File: config.mk
export PLATFORM = sky130hd
export DESIGN_NAME = challenge_response_auth_responder_core_flat
export DESIGN_NICKNAME = d
export VERILOG_FILES = /design/src/rtl/crar_pkg.sv /design/src/rtl/crar_if.sv /design/src/rtl/crar_mixer.sv /design/src/rtl/challenge_response_auth_responder_core.sv /design/src/flat_wrapper.sv
export SDC_FILE = /design/constraint.sdc
export NUM_CORES = 1
export LEC_CHECK = 0
export ABC_AREA = 1
export BUFFER_PORTS_ARGS = -buffer_cell sky130_fd_sc_hd__buf_2
export CORE_MARGIN = 2
export CORE_UTILIZATION = 45
export DETAILED_ROUTE_END_ITERATION = 10
export MAX_ROUTING_LAYER = met4
export PLACE_DENSITY = 0.69
export SYNTH_ARGS = -nofsm -noshare
export SYNTH_HDL_FRONTEND = slang
export SYNTH_HIERARCHICAL = 1
export SYNTH_SLANG_ARGS = --single-unit
File: constraint.sdc
create_clock -name clk -period 15.75 [get_ports clk]
set_clock_uncertainty 0.1 [all_clocks]
set_input_delay 0.7875 -clock clk [delete_from_list [all_inputs] [get_ports clk]]
set_output_delay 0.7875 -clock clk [all_outputs]
set_load 0.02 [all_outputs]
File: src/rtl/crar_pkg.sv
`default_nettype none

package crar_pkg;

  // field widths
  localparam int WORD_W = 32;
  localparam int MODE_W = 3;

  // mixer digit size: one 8-bit digit of the multiplier per cycle
  localparam int DIGIT_W = 8;
  localparam int DIGITS  = WORD_W / DIGIT_W;
  localparam int CNT_W   = $clog2(DIGITS);

  // mixer constants
  localparam logic [WORD_W-1:0] MIX_K1   = 32'h7feb352d;
  localparam logic [WORD_W-1:0] MIX_K2   = 32'h846ca68b;
  localparam int                MIX_SH_A = 16;
  localparam int                MIX_SH_B = 15;

  // seed / salt constants
  localparam logic [WORD_W-1:0] KEY_BASE    = 32'h13579bdf;
  localparam logic [WORD_W-1:0] KEY_STEP    = 32'h00001021;
  localparam logic [WORD_W-1:0] SALT_PASS   = 32'ha5a55a5a;
  localparam logic [WORD_W-1:0] SALT_SYNTH  = 32'h5aa5f00d;
  localparam logic [WORD_W-1:0] SALT_REPLAY = 32'hdeadbeef;
  localparam logic [WORD_W-1:0] SALT_STALE  = 32'h2468ace0;
  localparam logic [WORD_W-1:0] SYNTH_OFS   = 32'h00000007;
  localparam logic [WORD_W-1:0] FAIL_WORD   = 32'hffffffff;

  // operating modes
  localparam logic [MODE_W-1:0] MODE_PASS   = 3'd0;
  localparam logic [MODE_W-1:0] MODE_SYNTH  = 3'd1;
  localparam logic [MODE_W-1:0] MODE_REPLAY = 3'd2;
  localparam logic [MODE_W-1:0] MODE_STALE  = 3'd3;
  localparam logic [MODE_W-1:0] MODE_FAIL   = 3'd4;

  // commands
  localparam logic CMD_ISSUE   = 1'b0;
  localparam logic CMD_RESPOND = 1'b1;

endpackage

`default_nettype wire

File: src/rtl/crar_if.sv
`default_nettype none

// command channel
interface crar_in_if import crar_pkg::*; ();
  logic              valid;
  logic              ready;
  logic              command;
  logic [WORD_W-1:0] operand;

  modport source (output valid, output command, output operand, input ready);
  modport sink   (input valid, input command, input operand, output ready);
endinterface

// result channel
interface crar_out_if import crar_pkg::*; ();
  logic              valid;
  logic              ready;
  logic [WORD_W-1:0] result_word;
  logic              accepted;
  logic [WORD_W-1:0] failures;

  modport source (output valid, output result_word, output accepted, output failures,
                  input ready);
  modport sink   (input valid, input result_word, input accepted, input failures,
                  output ready);
endinterface

`default_nettype wire

File: src/rtl/crar_mixer.sv
`default_nettype none

// xor-shift-multiply mixer; each constant multiply runs one digit per cycle
module crar_mixer import crar_pkg::*; (
  input  wire logic              clk,
  input  wire logic              rst_n,
  input  wire logic              start,
  input  wire logic [WORD_W-1:0] din,
  output logic                   done,
  output logic [WORD_W-1:0]      dout
);

  typedef enum logic [1:0] {M_IDLE, M_MUL1, M_MUL2} mix_state_t;

  localparam logic [CNT_W-1:0] CNT_LAST = CNT_W'(DIGITS - 1);

  mix_state_t          state_r;
  logic [CNT_W-1:0]    cnt_r;
  logic [WORD_W-1:0]   a_r;      // multiplier, shifted right a digit per cycle
  logic [WORD_W-1:0]   mcand_r;  // constant, shifted left a digit per cycle
  logic [WORD_W-1:0]   acc_r;
  logic [WORD_W-1:0]   dout_r;
  logic                done_r;

  logic [WORD_W-1:0]   prod;
  logic [WORD_W-1:0]   acc_sum;

  // one partial product per cycle, kept modulo 2^32
  assign prod    = mcand_r * a_r[DIGIT_W-1:0];
  assign acc_sum = acc_r + prod;

  always_ff @(posedge clk) begin
    if (!rst_n) begin
      state_r <= M_IDLE;
      done_r  <= 1'b0;
    end else begin
      // done is registered: it pulses once the last digit of the second multiply is taken, with dout
      done_r <= (state_r == M_MUL2) && (cnt_r == CNT_LAST);
      case (state_r)
        M_IDLE: begin
          if (start) begin
            a_r     <= din ^ (din >> MIX_SH_A);
            mcand_r <= MIX_K1;
            acc_r   <= '0;
            cnt_r   <= '0;
            state_r <= M_MUL1;
          end
        end
        M_MUL1: begin
          if (cnt_r == CNT_LAST) begin
            a_r     <= acc_sum ^ (acc_sum >> MIX_SH_B);
            mcand_r <= MIX_K2;
            acc_r   <= '0;
            cnt_r   <= '0;
            state_r <= M_MUL2;
          end else begin
            acc_r   <= acc_sum;
            a_r     <= a_r >> DIGIT_W;
            mcand_r <= mcand_r << DIGIT_W;
            cnt_r   <= cnt_r + 1'b1;
          end
        end
        M_MUL2: begin
          if (cnt_r == CNT_LAST) begin
            dout_r  <= acc_sum ^ (acc_sum >> MIX_SH_A);
            state_r <= M_IDLE;
          end else begin
            acc_r   <= acc_sum;
            a_r     <= a_r >> DIGIT_W;
            mcand_r <= mcand_r << DIGIT_W;
            cnt_r   <= cnt_r + 1'b1;
          end
        end
        default: state_r <= M_IDLE;
      endcase
    end
  end

  assign done = done_r;
  assign dout = dout_r;

endmodule

`default_nettype wire

File: src/rtl/challenge_response_auth_responder_core.sv
// Challenge-response responder.
// in_if   : command transfers (command 0 issues a challenge from operand as
//           seed, command 1 responds to the challenge in operand).
// out_if  : one result transfer per command: result_word, accepted, failures.
// cfg_*   : cfg_wr_en writes op_mode from cfg_wr_data; write only when idle.
// One command is in work at a time. Items that need the mixer take its two
// 32x32 constant multiplies at one 8-bit digit per cycle; the result is
// loaded once the mixer reports done, and the next command is taken only
// after that load. Items answered from stored words (stale repeat, replay,
// force fail, unknown mode) go to the load state directly, skipping the
// mixer, and likewise take no new command before their result is loaded.
// The result register is separate from the work state: a new command is
// taken while a result still waits; if the receiver stalls with a result
// pending, the next result holds in the load state and in_if.ready stays low.
// Reset (rst_n low, synchronous) clears all counters, stored words, the mode
// register and the valid flag.
`default_nettype none

module challenge_response_auth_responder_core import crar_pkg::*; (
  input  wire logic              clk,
  input  wire logic              rst_n,
  crar_in_if.sink                in_if,
  crar_out_if.source             out_if,
  input  wire logic              cfg_wr_en,
  input  wire logic [MODE_W-1:0] cfg_wr_data
);

  typedef enum logic [1:0] {S_IDLE, S_HASH, S_LOAD} state_t;

  state_t            state_r;
  logic [MODE_W-1:0] op_mode_r;
  logic [WORD_W-1:0] issue_count_r;
  logic [WORD_W-1:0] issue_key_r;     // KEY_BASE + issue_count * KEY_STEP
  logic [WORD_W-1:0] synth_count_r;
  logic [WORD_W-1:0] replay_total_r;
  logic [WORD_W-1:0] fail_total_r;
  logic [WORD_W-1:0] prior_chal_r;
  logic [WORD_W-1:0] prior_resp_r;

  // item in work
  logic              cmd_r;
  logic [WORD_W-1:0] word_r;
  logic              ok_r;
  logic              fail_base_r;
  logic              upd_chal_r;

  // result register
  logic              out_valid_r;
  logic [WORD_W-1:0] out_word_r;
  logic              out_ok_r;
  logic [WORD_W-1:0] out_fail_r;

  // accept decode
  logic              in_fire;
  logic [WORD_W-1:0] key_nxt;
  logic              need_hash_nxt;
  logic [WORD_W-1:0] hash_in_nxt;
  logic [WORD_W-1:0] word_nxt;
  logic              ok_nxt;
  logic              fail_base_nxt;

  // finalize
  logic              load_fire;
  logic              zero_fail;
  logic [1:0]        fail_add;
  logic [WORD_W-1:0] fail_total_nxt;

  logic              mix_done;
  logic [WORD_W-1:0] mix_dout;

  assign in_if.ready = (state_r == S_IDLE);
  assign in_fire     = in_if.valid && in_if.ready;
  assign key_nxt     = issue_key_r + KEY_STEP;

  // decide what the command needs at transfer time
  always_comb begin
    need_hash_nxt = 1'b0;
    hash_in_nxt   = '0;
    word_nxt      = '0;
    ok_nxt        = 1'b0;
    fail_base_nxt = 1'b0;
    if (in_if.command == CMD_ISSUE) begin
      if (op_mode_r == MODE_STALE && prior_chal_r != '0) begin
        word_nxt = prior_chal_r;
      end else begin
        need_hash_nxt = 1'b1;
        hash_in_nxt   = in_if.operand ^ key_nxt;
      end
    end else begin
      ok_nxt = 1'b1;
      case (op_mode_r)
        MODE_PASS: begin
          need_hash_nxt = 1'b1;
          hash_in_nxt   = in_if.operand ^ SALT_PASS ^ issue_count_r;
        end
        MODE_SYNTH: begin
          need_hash_nxt = 1'b1;
          hash_in_nxt   = in_if.operand ^ SALT_SYNTH ^ (synth_count_r + SYNTH_OFS);
        end
        MODE_REPLAY: begin
          if (prior_resp_r != '0) begin
            word_nxt = prior_resp_r;
          end else begin
            need_hash_nxt = 1'b1;
            hash_in_nxt   = in_if.operand ^ SALT_REPLAY;
          end
        end
        MODE_STALE: begin
          need_hash_nxt = 1'b1;
          hash_in_nxt   = prior_chal_r ^ SALT_STALE;
        end
        MODE_FAIL: begin
          word_nxt      = FAIL_WORD;
          ok_nxt        = 1'b0;
          fail_base_nxt = 1'b1;
        end
        default: begin
          word_nxt      = '0;
          ok_nxt        = 1'b0;
          fail_base_nxt = 1'b1;
        end
      endcase
    end
  end

  crar_mixer u_mixer (
    .clk   (clk),
    .rst_n (rst_n),
    .start (in_fire && need_hash_nxt),
    .din   (hash_in_nxt),
    .done  (mix_done),
    .dout  (mix_dout)
  );

  // zero response check and failure count
  assign load_fire      = (state_r == S_LOAD) && (!out_valid_r || out_if.ready);
  assign zero_fail      = (cmd_r == CMD_RESPOND) && (op_mode_r != MODE_FAIL) &&
                          (word_r == '0);
  assign fail_add       = {1'b0, fail_base_r} + {1'b0, zero_fail};
  assign fail_total_nxt = fail_total_r + WORD_W'(fail_add);

  always_ff @(posedge clk) begin
    if (!rst_n) begin
      state_r        <= S_IDLE;
      op_mode_r      <= MODE_PASS;
      issue_count_r  <= '0;
      issue_key_r    <= KEY_BASE;
      synth_count_r  <= '0;
      replay_total_r <= '0;
      fail_total_r   <= '0;
      prior_chal_r   <= '0;
      prior_resp_r   <= '0;
      out_valid_r    <= 1'b0;
    end else begin
      if (cfg_wr_en) begin
        op_mode_r <= cfg_wr_data;
      end

      // output register: set on a load, cleared by a result transfer
      if (load_fire) begin
        out_valid_r <= 1'b1;
      end else if (out_valid_r && out_if.ready) begin
        out_valid_r <= 1'b0;
      end

      case (state_r)
        S_IDLE: begin
          if (in_fire) begin
            cmd_r       <= in_if.command;
            word_r      <= word_nxt;
            ok_r        <= ok_nxt;
            fail_base_r <= fail_base_nxt;
            upd_chal_r  <= (in_if.command == CMD_ISSUE) && need_hash_nxt;
            if (in_if.command == CMD_ISSUE) begin
              issue_count_r <= issue_count_r + 1'b1;
              issue_key_r   <= key_nxt;
            end else if (op_mode_r == MODE_SYNTH) begin
              synth_count_r <= synth_count_r + 1'b1;
            end else if (op_mode_r == MODE_REPLAY) begin
              replay_total_r <= replay_total_r + 1'b1;
            end
            state_r <= need_hash_nxt ? S_HASH : S_LOAD;
          end
        end
        S_HASH: begin
          if (mix_done) begin
            word_r  <= mix_dout;
            state_r <= S_LOAD;
          end
        end
        S_LOAD: begin
          if (load_fire) begin
            out_word_r   <= word_r;
            out_ok_r     <= ok_r && !zero_fail;
            out_fail_r   <= fail_total_nxt;
            fail_total_r <= fail_total_nxt;
            if (upd_chal_r) begin
              prior_chal_r <= word_r;
            end
            if (cmd_r == CMD_RESPOND) begin
              prior_resp_r <= word_r;
            end
            state_r <= S_IDLE;
          end
        end
        default: state_r <= S_IDLE;
      endcase
    end
  end

  assign out_if.valid       = out_valid_r;
  assign out_if.result_word = out_word_r;
  assign out_if.accepted    = out_ok_r;
  assign out_if.failures    = out_fail_r;

`ifndef SYNTH
  // the mixer only finishes while an item waits for it
  a_mix_done_in_hash: assert property (@(posedge clk) disable iff (!rst_n)
    mix_done |-> state_r == S_HASH)
    else $error("mixer finished outside hash wait");

  // a command transfer closes the input until its result is loaded
  a_one_in_work: assert property (@(posedge clk) disable iff (!rst_n)
    in_fire |=> !in_if.ready)
    else $error("second command taken while one is in work");

  // an accepted response is never zero
  a_accept_nonzero: assert property (@(posedge clk) disable iff (!rst_n)
    (out_if.valid && out_if.accepted) |-> out_if.result_word != '0)
    else $error("zero response flagged as accepted");

  // the failure count moves only when a result is loaded
  a_fail_stable: assert property (@(posedge clk) disable iff (!rst_n)
    !load_fire |=> fail_total_r == $past(fail_total_r))
    else $error("failure count changed without a result");
`endif

endmodule

`default_nettype wire

File: src/flat_wrapper.sv
// flat-port wrapper written by rule: the top's interface ports become plain ports
module challenge_response_auth_responder_core_flat import crar_pkg::*;
  (clk, rst_n, cfg_wr_en, cfg_wr_data, in_if_valid, in_if_command, in_if_operand, in_if_ready, out_if_valid, out_if_result_word, out_if_accepted, out_if_failures, out_if_ready);
  crar_in_if in_if_i ();
  crar_out_if out_if_i ();
  input  wire logic clk;
  input  wire logic rst_n;
  input  wire logic cfg_wr_en;
  input  wire logic [MODE_W-1:0] cfg_wr_data;
  input wire logic [$bits(in_if_i.valid)-1:0] in_if_valid;
  input wire logic [$bits(in_if_i.command)-1:0] in_if_command;
  input wire logic [$bits(in_if_i.operand)-1:0] in_if_operand;
  output wire logic [$bits(in_if_i.ready)-1:0] in_if_ready;
  output wire logic [$bits(out_if_i.valid)-1:0] out_if_valid;
  output wire logic [$bits(out_if_i.result_word)-1:0] out_if_result_word;
  output wire logic [$bits(out_if_i.accepted)-1:0] out_if_accepted;
  output wire logic [$bits(out_if_i.failures)-1:0] out_if_failures;
  input wire logic [$bits(out_if_i.ready)-1:0] out_if_ready;
  assign in_if_i.valid = in_if_valid;
  assign in_if_i.command = in_if_command;
  assign in_if_i.operand = in_if_operand;
  assign in_if_ready = in_if_i.ready;
  assign out_if_valid = out_if_i.valid;
  assign out_if_result_word = out_if_i.result_word;
  assign out_if_accepted = out_if_i.accepted;
  assign out_if_failures = out_if_i.failures;
  assign out_if_i.ready = out_if_ready;
  challenge_response_auth_responder_core u_core (.clk(clk), .rst_n(rst_n), .in_if(in_if_i), .out_if(out_if_i), .cfg_wr_en(cfg_wr_en), .cfg_wr_data(cfg_wr_data));
endmodule
# --- Word level (Yosys, flattened, before mapping) ---
# Index checks and enable logic that the tools add are counted.
classes:
  n_addsub: 8
  multipliers: 1
  n_eq_ne: 17
  muxes: 44
  bitwise: 11
  n_reduce_logical: 36
ops:
  columns: ["op", "count"]
  rows:
  - ["$mux 32", 17]
  - ["$pmux 32 s3", 3]
  - ["$pmux 32 s2", 2]
  - ["$pmux 32 s4", 1]
  - ["$xor 32x32->32", 3]
  - ["$add 32x1->32 const B", 2]
  - ["$reduce_bool 32->1", 2]
  - ["$xor 32x16->32", 2]
  - ["$add 32x13->32 const B", 1]
  - ["$add 32x2->32", 1]
  - ["$add 32x3->32 const B", 1]
  - ["$add 32x32->32", 1]
  - ["$logic_not 32->1", 1]
  - ["$mul 32x8->32", 1]
  - ["$xor 32x17->32", 1]
  - ["$not 24->24", 1]
  - ["$reduce_and 3->1", 8]
  - ["$mux 2", 10]
  - ["$pmux 2 s3", 3]
  - ["$not 16->16", 1]
  - ["$not 15->15", 1]
  - ["$not 12->12", 1]
  - ["$reduce_and 4->1", 3]
  - ["$logic_and 1x1->1", 10]
  - ["22 further kinds", 40]
word_totals:
  regBits: 432
  in_bits: 41
  out_inout_bits: 67

# --- Logic depth before layout (Yosys ltp) ---
depth:
  depth_word: 7
  depth_mapped: 28
  ltp_nobuf: 26

# --- By module ---
# Netlist, hierarchy kept.
by_module_without_submodules:
  columns: ["module", "instances", "cells_per_inst", "area_per_inst_um2", "seq_area_each_um2"]
  rows:
  - ["challenge_response_auth_responder_core", 1, 2298, 16598.4, 6996.7]
  - ["crar_mixer", 1, 1569, 12978.7, 3603.5]

# --- Least setup slack after synthesis ---
# No wires, ideal clock.
synth_timing:
  path_kind: "input to register"
  start: "in in_if_command"
  end: "reg u_core.u_mixer.a_r[0] (enable)"
  arrival_time_ps: 7196
  setup_slack_ps: 7819
  path_stages: 8
  cell_sequence: "buf_2 > inv_2 > nand2_1 > nand2_1 > nand2_1 > inv_1 > nor2_1 > nor3_1"
synth_between:
  elab_chain_cells: 4
synth_rtl:
  columns: ["item", "line_no", "source"]
  rows:
  - ["from (decl)", "flat_wrapper.sv:11", "input wire logic [$bits(in_if_i.command)-1:0] in_if_command;"]
  - ["$mux 1", "challenge_response_auth_responder_core.sv:82", "if (in_if.command == CMD_ISSUE) begin"]
  - ["$logic_and 1x1->1", "challenge_response_auth_responder_core.sv:129", ".start (in_fire && need_hash_nxt),"]
  - ["$ne 2x2->1 (no line)", null, null]
  - ["$reduce_and 4->1 (no line)", null, null]
  - ["to (signal assigned)", "crar_mixer.sv:51", "a_r <= acc_sum ^ (acc_sum >> MIX_SH_B);"]
  - ["to (signal assigned)", "crar_mixer.sv:58", "a_r <= a_r >> DIGIT_W;"]
  - ["to (signal assigned)", "crar_mixer.sv:69", "a_r <= a_r >> DIGIT_W;"]
  - ["to (decl)", "crar_mixer.sv:19", "logic [WORD_W-1:0] a_r;"]
# Every way passes these cells.
# A chain may end at the register's enable or synchronous reset.

# --- Final worst setup path ---
layout_timing:
  start: "reg u_core.u_mixer.a_r[0]"
  end: "reg u_core.u_mixer.a_r[0], data pin"
layout_between:
  elab_chain_cells: 5
layout_rtl:
  columns: ["item", "line_no", "source"]
  rows:
  - ["from (signal assigned)", "crar_mixer.sv:42", "a_r <= din ^ (din >> MIX_SH_A);"]
  - ["from (signal assigned)", "crar_mixer.sv:51", null]
  - ["from (signal assigned)", "crar_mixer.sv:58", null]
  - ["$mul 32x8->32", "crar_mixer.sv:29", "assign prod = mcand_r * a_r[DIGIT_W-1:0];"]
  - ["$add 32x32->32", "crar_mixer.sv:30", "assign acc_sum = acc_r + prod;"]
  - ["$xor 32x17->32", "crar_mixer.sv:51", null]
  - ["$mux 32", "crar_mixer.sv:50", "if (cnt_r == CNT_LAST) begin"]
  - ["$pmux 32 s3", "crar_mixer.sv:39", "case (state_r)"]
# Every way passes these cells.

==> results.cfg <==
[run_status]
outcome = finished, final reports clean

[timing]
finalCritPeriodShare = 0.369
max_slew_margin = 0.289
period_needed_ns = 5.81
tightest_slew_ns = 1.06
grt_setup_unrepaired = no
max_freq_mhz = 172
finalHoldViolations = 0
fin_setup_tns_ns = 0
finalSetupViolCount = 0
finalMaxSlewViolations = 0

[die]
die_h_um = 260
num_rows = 93
io_pins = 108
dieArea_sq_um = 67800
core_area_sq_um = 64700
die_x_um = 260
initial_core_util = 0.457

[cts]
tritoncts = yes
cts_hold_buf = 0
htree_levels = 2
clk_path_buf_depth = 3
cts_resized = 0
cts_buffers = 48
cts.clk_slew.worst_paths_ns = 0.06
root_buffer = clkbuf_16
clkLatencyLatePin_ns = 0.62
cts_setup_buffers = 0
cts.sinks = 420

[placement]
dp_hpwl_um = 74500
io_buffers = 107
gp_congestion = 0.992

[global_route]
grt_start_max_net_pins = 70
grt_pass1_vias = 24600
grt_antenna_before_repair = 3
grtUsageTotal = 0.293
gr-total-overflow = 0
grt_pass1_wl_um = 147000

[synthesis]
synth_edf_count = 219
yosysWarnings = 6
netlist_area_sq_um = 29600
synthArstFlopShare = 0
syn_nets = 4145
synth_flop_cell = edfxtp_1
ys_ff_latch = 420
syn_area_per_cell_sq_um = 7.65
synth_cell_types = 58
netlist_instances = 3867
seq_area_frac_synth = 0.358

[worst_setup_path]
cp.arrival_ns = 6.12
worst-setup-path-type = reg2reg
start_kind = flip-flop
critPathRequiredTime_ns = 16.06
endpoint_kind = flip-flop
crit_fanout = 20

[final_layout]
regArea_sq_um = 10600
fill_cells = 6325
layout-drive-gt1-share = 0.0738
area_growth_syn_to_layout_pct = 9.95
multiInputGateArea_sq_um = 15600
nNetsFinal = 4192

[run]
max_cap_viol_count = 0

[drt]
routedWlPerCell_um = 20.1
drcViolationCount = 0
vias_per_cell = 5.43
totalWireLength_um = 96500
via_count = 26100
dr.first_iter.drc_count = 3370
ant_nets = 0
dr.pass1.iters = 6

[worst_hold_path]
holdCritPathClass = reg2reg
==> cells in the mapped netlist, types with 20 or more instances <==
master | n | area share
nand2_1 | 807 | 0.10
inv_1 | 759 | 0.096
nor2_1 | 287 | 0.036
o21ai_0 | 269 | 0.046
nand3_1 | 231 | 0.039
edfxtp_1 | 219 | 0.22
a21oi_1 | 208 | 0.035
dfxtp_1 | 201 | 0.14
fa_1 | 159 | 0.11
xor2_1 | 100 | 0.030
clkbuf_1 | 81 | 0.010
ha_1 | 78 | 0.033
nor3_1 | 66 | 0.011
xnor2_1 | 59 | 0.017
nand4_1 | 42 | 0.0089
a31oi_1 | 26 | 0.0055
o211ai_1 | 24 | 0.0061
o22ai_1 | 24 | 0.0051
buf_2 | 23 | 0.0039
buf_1 | 20 | 0.0025
==> stage by stage <==
step	setup slack, ns	hold slack (ns)	std cells	util	cell area [sq um]
after floorplan	7.82	0.339	3867	-	29600
after global placement	10.01	0.354	4719	0.477	30800
after detailed placement	10.01	0.358	4719	0.477	30800
after CTS	9.98	0.369	4809	0.503	32500
after global routing	9.66	0.386	4812	0.503	32500
final	9.94	0.371	4812	0.503	32500
==> critical path: stages, from the launching register on <==
cell      delay, ns
edfxtp_1       0.86
nand2_1        0.28
fa_1           0.60
inv_1          0.07
fa_1           0.48
fa_1           0.54
inv_1          0.05
fa_1           0.50
inv_1          0.05
ha_1           0.37
nand2_1        0.14
nor2_1         0.16
nand3_1        0.11
nand3b_1       0.21
xor2_1         0.52
inv_1          0.29
nand2_1        0.11
nand3_1        0.07
o221ai_1       0.11
==> per-layer routing <==
metal | wire (um) | global-route usage
met1 | 41400 | 0.400
met2 | 43000 | 0.443
met3 | 9220 | 0.0519
met4 | 2810 | 0.0940
met5 | 0 | -
==> cell type report <==
| cell class | instances | area share |
|---|---|---|
| diodes | 3 | 0.000231 |
| clock buffers | 61 | 0.0406 |
| clock inverters | 29 | 0.0110 |
| inverters | 775 | 0.0896 |
| multi-input cells | 2544 | 0.479 |
| flip-flops and latches | 420 | 0.326 |
| well taps | 855 | 0.0329 |
| repair buffers | 125 | 0.0207 |
==> cells by family (layout without fill, tap and decap cells) <==
family,Yosys count,in the layout,synth area share
fa+ha+maj,237,237,0.141
flops,420,420,0.358
buf+inv,903,990,0.116
xor+xnor,161,161,0.0482
simple gates,1544,1544,0.226
other cells,0,3,0
compound gates,602,602,0.110
==> cells in the final DEF (no fill, tap or decap), drive strengths merged, types with 3 or more instances in the layout <==
cell / Yosys / final
xor2: 102 / 102
dfxtp: 201 / 201
nand3: 236 / 236
ha: 78 / 78
o22ai: 24 / 24
o21a: 7 / 7
nand3b: 17 / 17
o211ai: 25 / 25
nand2: 826 / 826
buf: 44 / 125
a21o: 4 / 4
and3: 4 / 4
a21oi: 208 / 208
or2: 14 / 14
nor3b: 9 / 9
o21bai: 12 / 12
xnor2: 59 / 59
edfxtp: 219 / 219
nor4: 11 / 11
o21ai: 281 / 281
and2: 4 / 4
clkbuf: 84 / 61
fa: 159 / 159
nor2: 307 / 307
diode: 0 / 3
inv: 774 / 774
a31oi: 26 / 26
o221ai: 8 / 8
clkinv: 1 / 23
bufinv: 0 / 7
nor3: 73 / 73
a211oi: 3 / 3
nand4: 42 / 42
==> worst paths after layout <==
| kind | endpoint | slack, ns | from | cells past startpoint |
|---|---|---|---|---|
| setup / recovery | u_core/u_mixer/a_r[0]$_DFFE_PP_ | 9.94 | u_core/u_mixer/a_r[0]$_DFFE_PP_ | 18 |
| hold / removal | u_core/prior_resp_r[16]$_SDFFE_PN0P_ | 0.37 | u_core/prior_resp_r[16]$_SDFFE_PN0P_ | 2 |
| setup reg to reg | u_core/u_mixer/a_r[0]$_DFFE_PP_ | 9.94 | u_core/u_mixer/a_r[0]$_DFFE_PP_ | 18 |
| hold reg to reg | u_core/prior_resp_r[16]$_SDFFE_PN0P_ | 0.37 | u_core/prior_resp_r[16]$_SDFFE_PN0P_ | 2 |
Power is not shown: default switching activity piles up to over one toggle a cycle in this logic, so the estimate is an artifact.
